### src/sv/dmp_pkg.sv
// Package with the shared types and codes of the paging controller.
`default_nettype none
package dmp_pkg;

  localparam int unsigned ACTION_W  = 3;
  localparam int unsigned ADDR_W    = 16;
  localparam int unsigned BYTE_W    = 8;
  localparam int unsigned OFFSET_W  = 13;   // one 8K page
  localparam int unsigned CFG_IDX_W = 2;
  localparam int unsigned CFG_DW    = 3;    // widest register is ram_bits
  localparam int unsigned BANK_CODES = 64;  // six control bits can select a bank

  // Transaction actions.
  localparam logic [ACTION_W-1:0] ACT_FETCH     = 3'd0;
  localparam logic [ACTION_W-1:0] ACT_MEM_READ  = 3'd1;
  localparam logic [ACTION_W-1:0] ACT_MEM_WRITE = 3'd2;
  localparam logic [ACTION_W-1:0] ACT_CTL_WRITE = 3'd3;
  localparam logic [ACTION_W-1:0] ACT_CTL_READ  = 3'd4;
  localparam logic [ACTION_W-1:0] ACT_RESET     = 3'd5;

  // Configuration register indexes.
  localparam logic [CFG_IDX_W-1:0] REG_AUTO_PAGING = 2'd0;
  localparam logic [CFG_IDX_W-1:0] REG_EPROM_WE    = 2'd1;
  localparam logic [CFG_IDX_W-1:0] REG_RAM_BITS    = 2'd2;

  // Where the returned byte comes from.
  localparam logic [2:0] SRC_ZERO  = 3'd0;
  localparam logic [2:0] SRC_BUS   = 3'd1;
  localparam logic [2:0] SRC_EPROM = 3'd2;
  localparam logic [2:0] SRC_RAM   = 3'd3;
  localparam logic [2:0] SRC_CTL   = 3'd4;

  localparam int unsigned CONMEM_IDX = 7;
  localparam int unsigned MAPRAM_IDX = 6;
  localparam logic [BYTE_W-1:0] MAPRAM_MASK = 8'h40;
  localparam logic [BYTE_W-1:0] RESET_KEEP  = 8'h3F;

  localparam logic [2:0] RAM_BITS_RESET = 3'd4;
  localparam logic [2:0] RAM_BITS_MIN   = 3'd2;
  localparam logic [2:0] RAM_BITS_MAX   = 3'd6;

  // Decoded effect of one transaction on state and memories.
  typedef struct packed {
    logic [2:0]        src;
    logic              claimed;
    logic              am_nxt;
    logic [BYTE_W-1:0] ctl_nxt;
    logic              eprom_we;
    logic              ram_we;
    logic              use_bank3;
  } dmp_dec_t;

endpackage
`default_nettype wire

### src/sv/dmp_decode.sv
// Transaction decoder: traps, overlay selection and write permission.
`default_nettype none
module dmp_decode (
  input  wire logic [dmp_pkg::ACTION_W-1:0] action,
  input  wire logic [dmp_pkg::ADDR_W-1:0]   address,
  input  wire logic [dmp_pkg::BYTE_W-1:0]   data,
  input  wire logic [dmp_pkg::BYTE_W-1:0]   ctl,
  input  wire logic                         am,
  input  wire logic                         auto_paging,
  input  wire logic                         eprom_we_en,
  input  wire logic                         sel_bank3,
  output dmp_pkg::dmp_dec_t                 dec
);
  import dmp_pkg::*;

  logic conmem, mapram, low_area, lo_half, entry, in_3d, off_area;
  logic am_eff, map_after, unmap_after, overlay, write_ok;

  always_comb begin
    conmem   = ctl[CONMEM_IDX];
    mapram   = ctl[MAPRAM_IDX];
    low_area = (address[15:14] == 2'b00);
    lo_half  = !address[13];
    entry    = (address == 16'h0000) || (address == 16'h0008) ||
               (address == 16'h0038) || (address == 16'h0066) ||
               (address == 16'h04C6) || (address == 16'h0562);
    in_3d    = (address[15:8] == 8'h3D);
    off_area = (address[15:3] == 13'h03FF);

    // The 3D00h trap maps before the fetch, so the fetch itself sees the overlay.
    am_eff      = am || ((action == ACT_FETCH) && auto_paging && in_3d);
    map_after   = auto_paging && !am && entry;
    unmap_after = auto_paging && am && off_area;
    overlay     = (conmem || am_eff) && low_area;

    write_ok = low_area && (conmem || am) &&
               !(!conmem && mapram && am && (lo_half || sel_bank3));

    dec           = '0;
    dec.am_nxt    = am;
    dec.ctl_nxt   = ctl;

    unique case (action)
      ACT_FETCH, ACT_MEM_READ: begin
        if (action == ACT_FETCH) begin
          dec.am_nxt = map_after ? 1'b1 : (unmap_after ? 1'b0 : am_eff);
        end
        dec.claimed = overlay;
        if (!overlay) begin
          dec.src = SRC_BUS;
        end else if (lo_half) begin
          if (!conmem && mapram && am_eff) begin
            dec.src       = SRC_RAM;
            dec.use_bank3 = 1'b1;
          end else begin
            dec.src = SRC_EPROM;
          end
        end else begin
          dec.src = SRC_RAM;
        end
      end
      ACT_MEM_WRITE: begin
        if (write_ok) begin
          if (lo_half) begin
            dec.eprom_we = conmem && eprom_we_en;
            dec.claimed  = conmem && eprom_we_en;
          end else begin
            dec.ram_we  = 1'b1;
            dec.claimed = 1'b1;
          end
        end
      end
      ACT_CTL_WRITE: begin
        dec.ctl_nxt = data | (ctl & MAPRAM_MASK);
      end
      ACT_CTL_READ: begin
        dec.src = SRC_CTL;
      end
      ACT_RESET: begin
        dec.ctl_nxt = ctl & RESET_KEEP;
        dec.am_nxt  = 1'b0;
      end
      default: begin
      end
    endcase
  end

endmodule
`default_nettype wire

### config.mk
export PLATFORM = sky130hd
export DESIGN_NAME = dmp_decode
export DESIGN_NICKNAME = d
export VERILOG_FILES = /design/src/sv/dmp_pkg.sv /design/src/sv/dmp_decode.sv
export SDC_FILE = /design/constraint.sdc
export NUM_CORES = 1
export LEC_CHECK = 0
export BUFFER_PORTS_ARGS = -buffer_cell sky130_fd_sc_hd__buf_2
export CAP_MARGIN = 30
export CORE_AREA = 8 8 45 47
export DETAILED_ROUTE_END_ITERATION = 8
export DIE_AREA = 0 0 53 55
export PLACE_DENSITY = 0.84
export SKIP_LAST_GASP = 1
export SYNTH_ARGS = -nofsm -noshare
export SYNTH_HDL_FRONTEND = slang
export SYNTH_SLANG_ARGS = --single-unit
export TNS_END_PERCENT = 10
### constraint.sdc
create_clock -name vclk -period 1.5
set_input_delay 0.15 -clock vclk [all_inputs]
set_output_delay 0.15 -clock vclk [all_outputs]
set_load 0.05 [all_outputs]
# Word level (Yosys, flattened, before mapping)
# Index checks and enable logic that the tools add are counted.
# Widths: inputs -> output; s select.
dict set report totals {
  reg_bits 0
  out_inout_bits 16
}
dict set report classes {
  bitwise 1
  n_eq_ne 12
  reduce_logical 31
  n_mux 20
}
# cell n
set ops {}
lappend ops {{$eq 16x11->1 const B} 2}
lappend ops {{$eq 16x4->1 const B} 1}
lappend ops {{$eq 16x6->1 const B} 1}
lappend ops {{$eq 16x7->1 const B} 1}
lappend ops {{$logic_not 16->1} 1}
lappend ops {{$pmux 8 s2} 1}
lappend ops {{$logic_and 1x1->1} 14}
lappend ops {{$eq 13x10->1 const B} 1}
lappend ops {{$mux 1} 13}
lappend ops {{$logic_or 1x1->1} 9}
lappend ops {{$eq 8x6->1 const B} 1}
lappend ops {{$or 8x7->8} 1}
lappend ops {{$eq 3x2->1 const B} 2}
lappend ops {{$eq 3x3->1 const B} 2}
lappend ops {{$pmux 3 s2} 1}
lappend ops {{$logic_not 1->1} 4}
lappend ops {{$mux 2} 2}
lappend ops {{$pmux 1 s2} 2}
lappend ops {{$eq 3x1->1 const B} 1}
lappend ops {{$logic_not 3->1} 1}
lappend ops {{$mux 3} 1}
lappend ops {{$logic_not 2->1} 1}
lappend ops {{$reduce_or 2->1} 1}

# Longest topological paths before layout
dict set report logic_depth {
  ltp_word 10
  depth_mapped 5
  depth_no_buf 5
}

# Worst setup path before layout
# OpenSTA, ideal clock, no wires.
dict set report synth_path {
  kind {input to output}
  startpoint {input action[1] in the netlist's numbering}
  endpoint {output dec[2] in the netlist's numbering}
  required_ns 1.350
  slack_ns -0.466
  stages 4
  arrival_time_ns 1.816
  cell_sequence {clkbuf_1 -> and4bb_2 -> o21ai_0 -> nor3_1}
}
# item line
set synth_lines {}
lappend synth_lines {{start: declaration} dmp_decode.sv:4} ;# input wire logic [dmp_pkg::ACTION_W-1:0] action,
lappend synth_lines {{end: declaration} dmp_decode.sv:12} ;# output dmp_pkg::dmp_dec_t dec

==> reports/metrics.csv <==
stage,metric,value,unit
global_route,Total Routing Usage GR,14.1,%
synth,area fraction of the dominant cell type after synthesis,15.6,%
die,Die H,55,microns
run_status,status,"finished, violations left",
timing,Tmin final,1640,ps
run,max-cap violation count,0,
cells_and_area,Post-layout nets,183,
timing,Final Hold Vio Count,0,
drt,DR iter-0 viols,24,
synth,Syn. warnings,0,
synth,Post-Synthesis Cell Area,434,sq um
place,hpwl dp,2040,microns
cells_and_area,final non-filler cell total,158,
timing,RSZ-0062 raised after global routing,yes,
cells_and_area,layout cells sized above 1,69.0,%
place,GPL Wtd Cong,0.844,
synth,Netlist cell types,31,
drt,via count of the routed design,841,
cells_and_area,clock buf count,0,
global_route,initial antenna violation count,0,
global_route,vias in the first global route,751,
setup_path,worst endpoint required time,1350,ps
cells_and_area,seq_cells,0,
drt,wire per inst,15.0,microns
synth,Syn Inst Count,65,
synth,Post-Synth Adder-Cell Area,0,%
setup_path,crit path cell chain,"buf_8, inv_4, or4_4, or2_4, a21oi_2, o2bb2ai_2, buf_6",
synth,sequential share of the synthesized area,0,%
power,PD cells,308,nW/um^2
synth,mux cell area share after synthesis,15.6,%
cells_and_area,area grow syn2layout,124,%
cells_and_area,Final Cell Area,972,sq um
global_route,first-pass GRT wire length,3310,microns
setup_path,crit path DAT,1490,ps
die,Initial Util,31.4,%
worst_hold_path,Hold/Removal Path Class,in2out,
run_status,violated checks,negative setup slack,
die,Die Area,2920,sq um
global_route,total congestion overflow,0,
synth,largest family of logic cells by synthesized area,simple AND/OR/NAND/NOR gates,
timing,final setup vio count,6,
cells_and_area,Sequential Area,0,sq um
setup_path,Critical Path Fanout Max,2,
timing,Least-Margin Pin Slew,456,ps
timing,final period utilization,110,%
synth,most frequent cell after synthesis,nor2_1,
drt,drt pass-1 iters,5,
synth,post-synthesis net count,104,
place,Cells after DPL,157,
timing,worst setup margin,-143,ps
place,Post-DP Area,912,sq um
die,CORE AREA,1380,sq um
power,Max rail drop VDD,0.186,mV
place,port bufs,55,
timing,Max Clock Freq,609,MHz
setup_path,slowest CP cell,or4_4,
drt,Vias per Instance,5.32,
synth,Avg Inst Size Synth,6.68,sq um
cells_and_area,Antenna diodes,0,
cells_and_area,Finished Core Util,70.3,%
synth,xor/xnor share of the synthesized area,0,%
synth,"area leader, netlist",mux2_2,
die,I/O pin cnt,55,
setup_path,Worst setup SP type,primary input,
power,Final Total Pwr,0.300,mW
timing,Total Neg Setup Slack,-379,ps
drt,Residual DRC,0,
setup_path,CP peak stage delay,530,ps
setup_path,Worst Setup Path Type,in2out,
power,P_leak,0.494,nW
drt,final wirelength,2380,microns
synth,compound-cell area share of the yosys netlist,28.5,%
global_route,largest net degree at the start of global routing,7,
synth,Simple-Gate Fraction of Synth Area,54.2,%
cells_and_area,Multi-input gate area,473,sq um
cells_and_area,Fillers,113,
timing,Rel. slew slack,69.3,%
die,die width,53,microns
timing,Max Slew Vio Count,0,
die,std cell rows,14,
synth,Post-synth top cells,"9 x nor2_1, 6 x mux2_2, 5 x nand2_1",
synth,Synth area leaders,"mux2_2 16%, nor2_1 7.8%, a22o_1 6.1%, nor3_1 4.6%, o21ai_0 4.6%",
drt,post-route ant nets,0,
clocking,"Hold-fix buffers, CTS",0,
setup_path,CP Capture Type,output pin,
kinds of logic after synthesis:
family          Yosys count
compound gates           17
mux                       6
simple gates             40
buf+inv                   2
worst paths after layout:
path                        start       to  slack [ps]  depth (start not counted)
worst max-delay path  address[13]  dec[11]        -140                          7
worst min-delay path  eprom_we_en   dec[2]         660                          4
cells in the final DEF (no fill, tap or decap):
cell type / n
and4bb_2: 1
nor4_4: 1
o211ai_1: 1
a21oi_1: 2
buf_2: 51
a2111o_1: 1
nand3_1: 2
nor2_1: 9
mux2_2: 6
buf_4: 23
o211ai_2: 1
nor3_1: 3
nor4bb_1: 1
o21ai_0: 4
o21bai_2: 1
and2_1: 1
buf_8: 1
and4_1: 1
o21a_2: 1
buf_6: 2
and3_1: 1
or2_4: 1
a21o_1: 1
o2bb2ai_2: 1
a21oi_2: 1
clkbuf_4: 1
nand4_1: 2
or4_4: 1
a22o_1: 3
nand2_1: 5
and3_2: 1
nor3b_1: 1
nor3_2: 1
inv_4: 1
nor3b_2: 1
nor2b_1: 2
nor4_2: 1
nand3b_1: 2
nor4_1: 1
or4_1: 1
what timing repair did:
item                                    CTS  global route
resized for setup                         3            11
endpoints found under the setup margin    5            12
pin swaps                                 0             3
buffers inserted                          0             1
layout make-up:
cell class                 instances  area share (%)
tap                               16            2.06
multi-input combinational         63            48.6
timing repair buffer              78            48.6
inverter                           1           0.644
per-layer routing:
layer / track usage, % / vias up / part of all wire [%]
li1: - / 414 / -
met2: 26.0 / 40 / 54
met5: 0 / - / 0
met3: 1.87 / 2 / 6.9
met4: 0.862 / 0 / 0.084
met1: 17.5 / 385 / 39
critical path, delay by kind of cell:
| kind | cells | cell delay [ps] |
|---|---|---|
| compound gates | 2 | 260 |
| buf+inv | 3 | 280 |
| simple gates | 2 | 810 |
power by group:
group	switching (mW)	internal [mW]
Sequential	0	0
Clock	0	0
Combinational	0.171	0.129
through the flow:
stage	setup WS, ps	hold slack [ps]
finish	-143	657
global route	-243	678
CTS	-133	708
detailed placement	-242	705
global placement	-227	703
floorplan	-103	402
(Power assumes the default switching activity.)
